$ cat config.mk
export PLATFORM = sky130hd
export DESIGN_NAME = ptw_ctrl
export DESIGN_NICKNAME = d
export VERILOG_FILES = /design/src/ptw_pkg.sv /design/src/ptw_link_unit.sv /design/src/ptw_ctrl.sv
export SDC_FILE = /design/constraint.sdc
export NUM_CORES = 1
export LEC_CHECK = 0
export BUFFER_PORTS_ARGS = -buffer_cell sky130_fd_sc_hd__buf_2
export CAP_MARGIN = 20
export CORE_MARGIN = 2
export CORE_UTILIZATION = 40
export DETAILED_ROUTE_END_ITERATION = 8
export PLACE_DENSITY = 0.74
export SYNTH_ARGS = -nofsm -noshare
export SYNTH_HDL_FRONTEND = slang
export SYNTH_SLANG_ARGS = --single-unit
$ cat constraint.sdc
create_clock -name i_clk -period 6 [get_ports i_clk]
set_clock_uncertainty 0.05 [all_clocks]
set_input_delay 0.6 -clock i_clk [delete_from_list [all_inputs] [get_ports i_clk]]
set_output_delay 0.6 -clock i_clk [all_outputs]
set_load 0.01 [all_outputs]
$ cat src/ptw_pkg.sv
package ptw_pkg;

    localparam int ENTRIES_PER_TABLE = 512;
    localparam int IDX_W             = 9;
    localparam int OFF_W             = 12;
    localparam int FRAME_W           = 64 - OFF_W;
    localparam int BASE_W            = 52 - OFF_W;

    // request kinds
    localparam logic [1:0] REQ_MAP       = 2'd0;
    localparam logic [1:0] REQ_UNMAP     = 2'd1;
    localparam logic [1:0] REQ_TRANSLATE = 2'd2;
    localparam logic [1:0] REQ_NONE      = 2'd3;

    // result status
    localparam logic [1:0] ST_DONE      = 2'd0;
    localparam logic [1:0] ST_UNMAPPED  = 2'd1;
    localparam logic [1:0] ST_NO_TABLES = 2'd2;
    localparam logic [1:0] ST_DISABLED  = 2'd3;

    // configuration register indexes
    localparam logic [1:0] CFG_ENABLED    = 2'd0;
    localparam logic [1:0] CFG_TABLE_BASE = 2'd1;

    // entry flag bits
    localparam int         ENT_PRESENT = 0;
    localparam logic [1:0] ENT_FLAGS   = 2'b11;  // present and writable

    localparam logic [1:0] LVL_LEAF = 2'd3;

    typedef struct packed {
        logic [1:0]  req_type;
        logic [47:0] vaddr;
        logic [63:0] paddr;
    } t_ptw_req;

    typedef struct packed {
        logic [63:0] phys_addr;
        logic [1:0]  status;
    } t_ptw_rsp;

    typedef struct packed {
        logic              enabled;
        logic [BASE_W-1:0] base_hi;  // table_base bits 51:12
    } t_ptw_cfg;

endpackage

$ cat src/ptw_link_unit.sv
module ptw_link_unit #(
    parameter int TABLES = 64
) (
    input  logic [ptw_pkg::FRAME_W-1:0] i_entry_hi,
    input  logic [ptw_pkg::BASE_W-1:0]  i_base_hi,
    output logic [$clog2(TABLES)-1:0]   o_table,
    output logic                        o_in_pool
);
    import ptw_pkg::*;

    localparam int TW = $clog2(TABLES);

    logic [FRAME_W-1:0] diff;

    // frame distance from the pool base, modulo 2^52 like the 64-bit address math
    assign diff      = i_entry_hi - {{(FRAME_W-BASE_W){1'b0}}, i_base_hi};
    assign o_in_pool = diff < FRAME_W'(TABLES);
    assign o_table   = diff[TW-1:0];

endmodule

$ cat src/ptw_ctrl.sv
module ptw_ctrl #(
    parameter int TABLES = 64
) (
    input  logic                                     i_clk,
    input  logic                                     i_rst_n,
    input  ptw_pkg::t_ptw_cfg                        i_cfg,
    input  logic                                     i_in_valid,
    output logic                                     o_in_ready,
    input  ptw_pkg::t_ptw_req                        i_in,
    output logic                                     o_out_valid,
    input  logic                                     i_out_ready,
    output ptw_pkg::t_ptw_rsp                        o_out,
    output logic                                     o_mem_we,
    output logic [$clog2(TABLES)+ptw_pkg::IDX_W-1:0] o_mem_waddr,
    output logic [63:0]                              o_mem_wdata,
    output logic [$clog2(TABLES)+ptw_pkg::IDX_W-1:0] o_mem_raddr,
    input  logic [63:0]                              i_mem_rdata
);
    import ptw_pkg::*;

    localparam int TW = $clog2(TABLES);
    localparam int NW = $clog2(TABLES + 1);

    localparam logic [2:0] S_INIT  = 3'd0;
    localparam logic [2:0] S_IDLE  = 3'd1;
    localparam logic [2:0] S_READ  = 3'd2;
    localparam logic [2:0] S_EVAL  = 3'd3;
    localparam logic [2:0] S_CLEAR = 3'd4;
    localparam logic [2:0] S_RESP  = 3'd5;

    logic [2:0]         r_state, n_state;
    logic [NW-1:0]      r_nft, n_nft;
    logic [IDX_W-1:0]   r_cnt, n_cnt;
    logic [1:0]         r_req, n_req;
    logic [47:0]        r_va, n_va;
    logic [FRAME_W-1:0] r_pa_hi, n_pa_hi;
    logic [1:0]         r_lvl, n_lvl;
    logic [TW-1:0]      r_tbl, n_tbl;
    logic [TW-1:0]      r_clr_tbl, n_clr_tbl;
    t_ptw_rsp           r_rsp, n_rsp;

    logic [IDX_W-1:0]   idx;
    logic [TW-1:0]      link_tbl;
    logic               link_ok;
    logic [FRAME_W-1:0] new_link_hi;

    ptw_link_unit #(
        .TABLES(TABLES)
    ) u_link (
        .i_entry_hi(i_mem_rdata[63:OFF_W]),
        .i_base_hi (i_cfg.base_hi),
        .o_table   (link_tbl),
        .o_in_pool (link_ok)
    );

    always_comb begin
        unique case (r_lvl)
            2'd0:    idx = r_va[47:39];
            2'd1:    idx = r_va[38:30];
            2'd2:    idx = r_va[29:21];
            default: idx = r_va[20:12];
        endcase
    end

    assign new_link_hi = {{(FRAME_W-BASE_W){1'b0}}, i_cfg.base_hi} + FRAME_W'(r_nft);

    always_comb begin
        n_state     = r_state;
        n_nft       = r_nft;
        n_cnt       = r_cnt;
        n_req       = r_req;
        n_va        = r_va;
        n_pa_hi     = r_pa_hi;
        n_lvl       = r_lvl;
        n_tbl       = r_tbl;
        n_clr_tbl   = r_clr_tbl;
        n_rsp       = r_rsp;
        o_in_ready  = 1'b0;
        o_out_valid = 1'b0;
        o_mem_we    = 1'b0;
        o_mem_waddr = {r_tbl, idx};
        o_mem_wdata = '0;
        o_mem_raddr = {r_tbl, idx};

        unique case (r_state)
            S_INIT: begin
                // clear the root table after reset
                o_mem_we    = 1'b1;
                o_mem_waddr = {{TW{1'b0}}, r_cnt};
                n_cnt       = r_cnt + 1'b1;
                if (&r_cnt) begin
                    n_state = S_IDLE;
                end
            end
            S_IDLE: begin
                o_in_ready = 1'b1;
                if (i_in_valid) begin
                    n_req   = i_in.req_type;
                    n_va    = i_in.vaddr;
                    n_pa_hi = i_in.paddr[63:OFF_W];
                    n_lvl   = '0;
                    n_tbl   = '0;
                    n_rsp   = '{phys_addr: '0, status: ST_DONE};
                    if (!i_cfg.enabled) begin
                        n_rsp.status = ST_DISABLED;
                        n_state      = S_RESP;
                    end else if (i_in.req_type == REQ_NONE) begin
                        n_state = S_RESP;
                    end else begin
                        n_state = S_READ;
                    end
                end
            end
            S_READ: begin
                n_state = S_EVAL;
            end
            S_EVAL: begin
                if (r_lvl != LVL_LEAF) begin
                    if (i_mem_rdata[ENT_PRESENT]) begin
                        if (link_ok) begin
                            n_tbl   = link_tbl;
                            n_lvl   = r_lvl + 1'b1;
                            n_state = S_READ;
                        end else begin
                            n_rsp.status = ST_UNMAPPED;
                            n_state      = S_RESP;
                        end
                    end else if (r_req != REQ_MAP) begin
                        n_rsp.status = ST_UNMAPPED;
                        n_state      = S_RESP;
                    end else if (r_nft >= NW'(TABLES)) begin
                        n_rsp.status = ST_NO_TABLES;
                        n_state      = S_RESP;
                    end else begin
                        // link a fresh table, then clear it
                        o_mem_we    = 1'b1;
                        o_mem_wdata = {new_link_hi, {(OFF_W-2){1'b0}}, ENT_FLAGS};
                        n_clr_tbl   = r_nft[TW-1:0];
                        n_nft       = r_nft + 1'b1;
                        n_cnt       = '0;
                        n_state     = S_CLEAR;
                    end
                end else begin
                    n_state = S_RESP;
                    if (r_req == REQ_MAP) begin
                        o_mem_we    = 1'b1;
                        o_mem_wdata = {r_pa_hi, {(OFF_W-2){1'b0}}, ENT_FLAGS};
                    end else if (!i_mem_rdata[ENT_PRESENT]) begin
                        n_rsp.status = ST_UNMAPPED;
                    end else if (r_req == REQ_UNMAP) begin
                        o_mem_we    = 1'b1;
                        o_mem_wdata = {i_mem_rdata[63:1], 1'b0};
                    end else begin
                        n_rsp.phys_addr = {i_mem_rdata[63:OFF_W], r_va[OFF_W-1:0]};
                    end
                end
            end
            S_CLEAR: begin
                o_mem_we    = 1'b1;
                o_mem_waddr = {r_clr_tbl, r_cnt};
                n_cnt       = r_cnt + 1'b1;
                if (&r_cnt) begin
                    n_tbl   = r_clr_tbl;
                    n_lvl   = r_lvl + 1'b1;
                    n_state = S_READ;
                end
            end
            S_RESP: begin
                o_out_valid = 1'b1;
                if (i_out_ready) begin
                    n_state = S_IDLE;
                end
            end
            default: begin
                n_state = S_INIT;
                n_cnt   = '0;
            end
        endcase
    end

    always_ff @(posedge i_clk) begin
        if (!i_rst_n) begin
            r_state <= S_INIT;
            r_nft   <= NW'(1);
            r_cnt   <= '0;
        end else begin
            r_state <= n_state;
            r_nft   <= n_nft;
            r_cnt   <= n_cnt;
        end
    end

    always_ff @(posedge i_clk) begin
        r_req     <= n_req;
        r_va      <= n_va;
        r_pa_hi   <= n_pa_hi;
        r_lvl     <= n_lvl;
        r_tbl     <= n_tbl;
        r_clr_tbl <= n_clr_tbl;
        r_rsp     <= n_rsp;
    end

    assign o_out = r_rsp;

endmodule

Yosys cells after proc, flatten, opt, wreduce, memory -nomap -nowiden
Index checks and enable logic that the tools add are counted.
- register bits after elaboration: 201
- bits in latches: 0
- RAM bits: 0
- memory bits (read-only): 0
- input bits: 223
- output and inout bits: 163
- logic and storage cells: 127
- memories: 0
- $add $sub $neg: 5
- $mul: 0
- divide/modulo/power cells: 0
- order comparisons: 2
- equal/unequal tests: 27
- shifts and indexed selects: 0
- multiplexer cells: 62
- bitwise gates (word level): 4
- reduce and logical (&&, ||, !) cells: 16
- operators with widths (operator ; count):
    2-to-1 mux 64 bit ; 8
    2-to-1 mux 53 bit ; 3
    2-to-1 mux 66 bit ; 2
    one-hot mux 66 bit (2 select lines) ; 1
    one-hot mux 9 bit (3 select lines) ; 2
    less-than comparator 52 x 7 -> 1 bit, second input constant ; 1
    subtractor 52 x 40 -> 52 bit ; 1
    adder 40 x 7 -> 41 bit ; 1
    2-to-1 mux 9 bit ; 4
    2-to-1 mux 6 bit ; 5
    one-hot mux 15 bit (2 select lines) ; 1
    inequality test 2 bit, second input constant ; 14
    2-to-1 mux 3 bit ; 9
    2-to-1 mux 2 bit ; 12
    one-hot mux 3 bit (6 select lines) ; 1
    one-hot mux 6 bit (3 select lines) ; 1
    AND reduction 6 bit ; 3
    2-to-1 mux 1 bit ; 11
    AND reduction 5 bit ; 2
    adder 9 x 1 -> 9 bit, second input constant ; 1
    inequality test 3 bit, second input constant ; 3
    AND reduction 9 bit ; 1
    adder 7 x 1 -> 7 bit, second input constant ; 1
    >= comparator 7 bit, second input constant ; 1
    18 further kinds ; 27

Longest topological paths before layout
Gate-level depths: netlist of run 1.
- depth after elaboration: 6
- depth in mapped cells: 14

Modules after synthesis
Synthesis of run 1 repeated with hierarchy kept, for this count alone.
- cells, all modules: 1330
- area total of the unflattened synthesis: 13011.2 µm²
- modules (own cells, without submodules) (module ; instances ; cells an instance ; area each (µm²) ; seq. area each (µm²)):
    ptw_ctrl ; 1 ; 802 ; 9641.7 ; 5845.6
    ptw_link_unit ; 1 ; 528 ; 3369.5 ; 0.0

Worst setup path after synthesis of run 1
OpenSTA, ideal clock, no wires.
- path kind: in2reg
- start: in i_in_valid
- end: reg r_pa_hi[0], enable pin
- setup time: 0.564 ns
- arrival: 4.953 ns
- data required time: 5.386 ns
- path slack: 0.433 ns
- stages: 2
- buffers on the path: 0
- cell sequence: nand2_1 nor2_1
- word-level cells in the longest chain between the ends: 1
- RTL lines (what ; RTL line ; text):
    from (decl) ; ptw_ctrl.sv:7 ; input logic i_in_valid,
    AND reduction 2 bit (no source line) ; - ;
    to (signal assigned) ; ptw_ctrl.sv:196 ; r_pa_hi <= n_pa_hi;
    to (decl) ; ptw_ctrl.sv:36 ; logic [FRAME_W-1:0] r_pa_hi, n_pa_hi;
No other way between the ends.
A chain may end at the register's enable or synchronous reset.

Worst setup path in the final report of run 1
- start: reg r_nft[0]
- end: out o_mem_wdata[52]
- word-level cells in the longest chain between the ends: 6
- RTL lines (what ; RTL line ; text):
    from (decl) ; ptw_ctrl.sv:32 ; logic [NW-1:0] r_nft, n_nft;
    from (signal assigned) ; ptw_ctrl.sv:188 ; r_nft <= n_nft;
    adder 40 x 7 -> 41 bit or >= comparator 7 bit (tied branches) ; ptw_ctrl.sv:65, ptw_ctrl.sv:131 ;
    2-to-1 mux 53 bit (*) ; ptw_ctrl.sv:131 ; end else if (r_nft >= NW'(TABLES)) begin
    2-to-1 mux 53 bit (*) ; ptw_ctrl.sv:128 ; end else if (r_req != REQ_MAP) begin
    2-to-1 mux 53 bit (*) ; ptw_ctrl.sv:119 ; if (i_mem_rdata[ENT_PRESENT]) begin
    2-to-1 mux 64 bit (*) ; ptw_ctrl.sv:118 ; if (r_lvl != LVL_LEAF) begin
    2-to-1 mux 64 bit (*) ; ptw_ctrl.sv:85 ; unique case (r_state)
    to (decl) ; ptw_ctrl.sv:15 ; output logic [63:0] o_mem_wdata,
Every way passes the cells marked *; elsewhere a longest branch is shown, timed or not.

==> flow_metrics.tcl, run 1 <==
set metrics [dict create \
    cts_root_buf "clkbuf_16" \
    yosysSeqAreaShare 0.449 \
    area.growth.synth_to_final_pct 23.9 \
    cts_tree "yes" \
    route.met3.wl_mm 3.83 \
    hold_viol 0 \
    final-max-slew-violation-count 0 \
    required_ns 5.35 \
    yosys-mux-area-fraction 0.0154 \
    nets 2005 \
    end_kind "output pin" \
    ys.warnings.count 0 \
    cts.path.max_buffers 3 \
    drive_gt1_frac 0.257 \
    start_util 0.404 \
    grt_pass1_vias 11999 \
    cts_resized 0 \
    setup_viol 0 \
    ys_ff_latch 201 \
    synth_largest_area_cell "edfxtp_1" \
    yosysMostFrequentCell "edfxtp_1" \
    fmax_ghz 0.188 \
    p_switching_w 0.000970 \
    post-route-util 0.500 \
    finalPower_w 0.00357 \
    ys.flop_type "edfxtp_1" \
    num_rows 66 \
    synthesis.area_mm2 0.0130 \
    top_layer "met4" \
    critPathKind "register to output pin" \
    synthTopCellsByCount "182 x edfxtp_1, 154 x nand2_1, 131 x nor2_1" \
    drt_wl_total_mm 47.6 \
    synth_top_family_by_area "simple AND/OR/NAND/NOR gates" \
    cp-start-kind "register" \
    overflow 0 \
    synth.distinct_cells 82 \
    fp.dieH_um 185 \
    antenna_found_initial 4 \
    coreArea_mm2 0.0323 \
    vias 12564 \
    synth_area_leaders "edfxtp_1 42%, ha_1 5.3%, nand2_1 4.4%" \
    synth_edf_count 182 \
    syn_avg_cell_area_um2 9.40 \
    grt_max_degree 76 \
    internal_power_w 0.00260 \
    cts_buffers 24 \
    status "completed" \
    fp.dieW_um 185 \
    p_per_area_mw_per_mm2 221 \
    synth_top_area_frac 0.419 \
    clock_sinks 201 \
    p_leak_nw 6.90 \
    slew_headroom 0.370 \
    swShare 0.272 \
    grt_pass1_wl_mm 70.3 \
    synthXorXnorAreaFrac 0.0484 \
    io_buffer_count 373 \
    ioPinCount 386 \
    met1_length_mm 20.8 \
    post-route-drc-count 0 \
    die_area_mm2 0.0340 \
    layout.cells.non_filler 2189 \
    dp_hpwl_mm 36.7 \
    critPathArrivalTime_ns 4.66 \
    place_inst 2141 \
    fillers 3061 \
    synth_adder_area_share 0.0559 \
    async_reset_ff_frac 0 \
    drt-vias-per-instance 5.74 \
    synthCells 1386 \
    syn-num-nets 1666 \
    critical_path.max_fanout 6 \
    clk_pin_slew_ns 0.06 \
    grt_use_total 0.270 \
    place.gp.congestion 0.951 \
    share_comb_of_total_power 0.163 \
    wl_met2_mm 21.8 \
    vdd_ir_drop_max_mv 0.218 \
    yosys.area_share.simple 0.206 \
    cap_violations 0 \
    first_iter_violations 1014 \
    p_seq_frac 0.426 \
    fin_crit_ns 5.31 \
    hold_buffers 0 \
    final.setup.tns_ns 0 \
    synth_compound_area_frac 0.181 \
    pwr-share-clk 0.411 \
    rsz0062_at_grt "no" \
    wl_per_cell_um 21.7 \
    clk_latency_ns 0.54 \
    htreeDepth 1 \
    fin_crit_sh 0.885 \
    hp-class "input pin to register" \
    tightest_slew_ns 0.937 \
    ant_nets 0 \
    post_cts_buffers 0 \
    firstDrtPassIters 5 \
]
## cells in the final DEF, fill, tap and decap left out, types with 6 or more instances in the layout
| cell | synthesis | layout |
|---|---|---|
| a211oi_1 | 8 | 8 |
| a21o_1 | 9 | 9 |
| a21oi_1 | 68 | 67 |
| a222oi_1 | 9 | 9 |
| a22o_1 | 19 | 19 |
| a22oi_1 | 52 | 52 |
| and2_1 | 10 | 10 |
| and3_1 | 85 | 85 |
| buf_2 | 10 | 373 |
| buf_4 | 1 | 19 |
| clkbuf_16 | 0 | 24 |
| clkinv_1 | 0 | 6 |
| dfxtp_1 | 19 | 18 |
| edfxtp_1 | 182 | 182 |
| ha_1 | 55 | 54 |
| inv_1 | 71 | 71 |
| mux2i_1 | 20 | 20 |
| nand2_1 | 154 | 154 |
| nand2b_1 | 10 | 10 |
| nand3_1 | 23 | 23 |
| nand4_1 | 32 | 32 |
| nor2_1 | 131 | 127 |
| nor2b_1 | 8 | 7 |
| nor3_1 | 23 | 23 |
| nor4_1 | 19 | 19 |
| o211ai_1 | 11 | 11 |
| o21a_1 | 11 | 11 |
| o21ai_0 | 47 | 47 |
| o21ai_1 | 11 | 11 |
| o21bai_1 | 8 | 8 |
| o22ai_1 | 32 | 32 |
| o31ai_1 | 6 | 6 |
| xnor2_1 | 57 | 57 |
| xor2_1 | 15 | 15 |
## power by group through the flow
stage	combinational [W]	clock (W)	sequential [W]
finish	0.000581	0.00147	0.00152
global route	0.000628	0.00155	0.00152
CTS	0.000569	0.00149	0.00152
detailed placement	0.000567	0	0.00155
global placement	0.000563	0	0.00155
floorplan	0.000335	0	0.00155
## state kept, by name (all words and copies together), names as in the netlist
register	cells
r_tbl	6
r_clr_tbl	6
r_pa_hi	52
r_state	3
r_nft	7
r_lvl	2
r_req	2
o_out	66
r_cnt	9
r_va	48
## cell type report
type / instances / area, µm² / share of cell area
clock buffer: 29 / 619 / 0.0383
timing repair buffer: 393 / 2030 / 0.126
tap: 442 / 553 / 0.0342
multi-input combinational: 1033 / 6650 / 0.412
clock inverter: 14 / 173 / 0.0107
sequential: 201 / 5850 / 0.362
antenna: 5 / 12.5 / 0.000775
inverter: 72 / 270 / 0.0167
## per-layer routing
| metal | global-route usage | up-vias |
|---|---|---|
| met5 | 0 | - |
| met4 | 0.0848 | 0 |
| met3 | 0.0429 | 70 |
| met2 | 0.435 | 593 |
| met1 | 0.372 | 6016 |
| li1 | - | 5885 |
## critical path, cell delays in order, from the launching register on
cell and delay [ns]:
dfxtp_1 0.45, ha_1 0.24, fa_1 0.22, a21o_1 0.14, a21oi_1 0.11, o21bai_1 0.15
a21oi_1 0.11, nand2b_1 0.19, a2111oi_0 0.52, buf_4 0.26, nand2_1 0.14, nor3_1 0.78
nand4_1 0.35, a21oi_1 0.25, buf_2 0.18
## logic make-up (layout without fill, tap and decap cells)
| group | count (synthesis) | after routing |
|---|---|---|
| muxes | 20 | 20 |
| xor gates and xnor gates | 72 | 72 |
| other | 0 | 5 |
| and+or+nand+nor | 538 | 538 |
| DFF | 201 | 201 |
| AOI/OAI and AO/OA | 346 | 346 |
| buffers and inverters | 152 | 508 |
| adders and majority gates | 57 | 57 |
## final timing paths
kind / from / end / slack (ns) / cells past startpoint
hold reg to reg: r_cnt[5] / r_cnt[5] / 0.47 / 2
setup / recovery: r_nft[0] / o_mem_wdata[52] / 0.69 / 14
setup reg to reg: r_state[0] / r_nft[5] / 2.31 / 8
hold / removal: i_in[37] / r_pa_hi[25] / 0.17 / 1
## metrics by stage
stage	setup WS, ns	hold WS [ns]	instance area, µm²
final	0.691	0.173	16200
after floorplan	0.433	0.417	13000
after global routing	0.447	0.163	16100
after detailed placement	0.821	0.459	15300
after global placement	0.824	0.442	15300
after CTS	0.693	0.148	16100
(Power assumes the default switching activity.)
==> inputs of run 2 (changes only) <==
--- a/config.mk
+++ b/config.mk
@@ -8,9 +8,9 @@
 export BUFFER_PORTS_ARGS = -buffer_cell sky130_fd_sc_hd__buf_2
 export CAP_MARGIN = 20
 export CORE_MARGIN = 2
-export CORE_UTILIZATION = 40
+export CORE_UTILIZATION = 53
 export DETAILED_ROUTE_END_ITERATION = 8
-export PLACE_DENSITY = 0.74
+export PLACE_DENSITY = 0.92
 export SYNTH_ARGS = -nofsm -noshare
 export SYNTH_HDL_FRONTEND = slang
 export SYNTH_SLANG_ARGS = --single-unit
==> run 2 against run 1 <==
Net effect:
- setup slack improved by 0.53 ns
- sequential cell count unchanged
- total power decreased by 0.81%
- cell count decreased by 5.6%
- wire length increased by 2.6%
- sequential share of layout area increased by 0.35 points
- non-clock buffer count increased by 3
- utilization increased by 16 points
- count of clock-buffer cells in the layout increased by 1
- critical path type unchanged
- first-iteration DRC count increased by 72%
==> flow_metrics.tcl, run 2 (synthesized netlist as in run 1, its figures left out) <==
set metrics [dict create \
    status "completed" \
    cp-start-kind "register" \
    p_per_area_mw_per_mm2 221 \
    die_area_mm2 0.0259 \
    swShare 0.267 \
    grt_use_met1 0.473 \
    clk_pin_slew_ns 0.06 \
    ioPinCount 386 \
    worst_slack_ns 1.22 \
    num_rows 57 \
    firstDrtPassIters 6 \
    critPathKind "register to output pin" \
    coreArea_mm2 0.0242 \
    dp_hpwl_mm 37.2 \
    htreeDepth 1 \
    largest_reg_flops 66 \
    ant_nets 0 \
    hp-start "i_in[13]" \
    place.gp.congestion 0.952 \
    final_cell_mix "373 x buf_2, 182 x edfxtp_1, 154 x nand2_1" \
    area.growth.synth_to_final_pct 22.7 \
    internal_power_w 0.00259 \
    multiInputGateArea_mm2 0.00664 \
    final_common_cell "buf_2" \
    whs_ns 0.203 \
    top_usage_layer "met2" \
    vias 13005 \
    first_iter_violations 1743 \
    clock_sinks 201 \
    place_inst 2025 \
    post_cts_buffers 0 \
    place_ws_ns 0.908 \
    fmax_ghz 0.209 \
    cts.path.max_buffers 3 \
    overflow 0 \
    drt-vias-per-instance 6.29 \
    slew_headroom 0.271 \
    required_ns 5.35 \
    layout.cells.non_filler 2067 \
    fin_crit_sh 0.797 \
    grt_pass1_wl_mm 72.8 \
    io_buffer_count 373 \
    fin_crit_ns 4.78 \
    cpMostUsedCell "a21oi_1" \
    worstPathCellList "ha_1, fa_1, a21o_1, a21oi_1, o21bai_1, a21oi_1, nand2b_1, a2111oi_0, buf_4, nand2_1, nor3_1, buf_4, nand4_1, a21oi_1, buf_2" \
    grtUsageMet2 0.617 \
    post-route-util 0.660 \
    fillers 1899 \
    cts_buffers 22 \
    p_seq_frac 0.429 \
    grt_max_degree 76 \
    end_kind "output pin" \
    fp.dieH_um 161 \
    cts_root_buf "clkbuf_16" \
    use_met3 0.0684 \
    vdd_ir_drop_max_mv 0.238 \
    cap_violations 0 \
    drive_gt1_frac 0.260 \
    worst_r2r_startpoint "r_state[0]" \
    cts_resized 0 \
    p_switching_w 0.000946 \
    hold_viol 0 \
    final.setup.tns_ns 0 \
    cpPeakStageDelay_ns 0.46 \
    setup.worst_path.start "r_nft[0]" \
    setup_viol 0 \
    grt_pass1_vias 12541 \
    grt_use_total 0.366 \
    start_util 0.537 \
    rsz0062_at_grt "no" \
    p_leak_nw 6.91 \
    tightest_slew_ns 1.09 \
    nets 2006 \
    critPathArrivalTime_ns 4.13 \
    antenna_found_initial 2 \
    critical_path.max_fanout 6 \
    fp.dieW_um 161 \
    post-route-drc-count 0 \
    share_comb_of_total_power 0.165 \
    cpMaxStageDelayCell "dfxtp_1" \
    cts_tree "yes" \
    final-max-slew-violation-count 0 \
    pwr-share-clk 0.406 \
    drt_wl_total_mm 48.8 \
    wl_per_cell_um 23.6 \
    hold_buffers 0 \
    clk_latency_ns 0.52 \
    hp-class "input pin to register" \
    register_area_mm2 0.00585 \
]
==> run 2: cell types whose count changed in the layout (fill, tap and decap cells not counted) <==
cell	before	now
buf_4	19	22
nor2_1	127	128
clkinv_1	6	1
diode_2	5	2
inv_8	1	0
clkinv_4	0	2
nor2_2	2	1
clkbuf_16	24	26
bufinv_16	3	2
clkinv_2	2	3
clkinv_16	1	0
clkbuf_1	5	4
==> run 2: path summary, 6_finish.rpt <==
check	end	slack, ns	cells past startpoint
worst max-delay path	o_mem_wdata[52]	1.22	15
worst min-delay path	r_pa_hi[1]	0.20	1
worst max register to register	r_nft[5]	2.27	8
worst min register to register	r_cnt[5]	0.47	2
==> run 2: per-stage QoR <==
step / power (W) / instance area [µm²]
after CTS: 0.00354 / 16000
after detailed placement: 0.00211 / 15200
after global placement: 0.00211 / 15200
after global routing: 0.00364 / 16000
final: 0.00354 / 16000
after floorplan: 0.00188 / 13000
==> run 2: layer usage <==
layer	vias up	part of all wire
li1	5870	-
met1	6131	0.39
met2	870	0.47
met3	134	0.10
met4	0	0.040
met5	-	0
==> run 2: power groups by stage <==
stage	Clock [W]	Sequential, W	Combinational [W]
6_report	0.00144	0.00152	0.000584
5_1_grt	0.00149	0.00152	0.000628
4_1_cts	0.00145	0.00152	0.000569
3_5_place_dp	0	0.00155	0.000565
3_3_place_gp	0	0.00155	0.000559
2_1_floorplan	0	0.00155	0.000335
==> run 2: layout make-up <==
class                           count  area share
Inverter                           72      0.0169
Clock inverter                      9     0.00657
Timing Repair Buffer              396       0.128
Tap cell                          324      0.0253
Clock buffer                       30      0.0416
Antenna cell                        2    0.000313
Sequential cell                   201       0.366
Multi-Input combinational cell   1033       0.415
==> run 2: critical path: cells and delay by family (launching register included) <==
| kind | cells | cell delay (ns) |
|---|---|---|
| simple gates | 4 | 0.73 |
| fa+ha+maj | 2 | 0.48 |
| compound gates | 6 | 1.30 |
| buf+inv | 3 | 0.64 |
| flops | 1 | 0.46 |
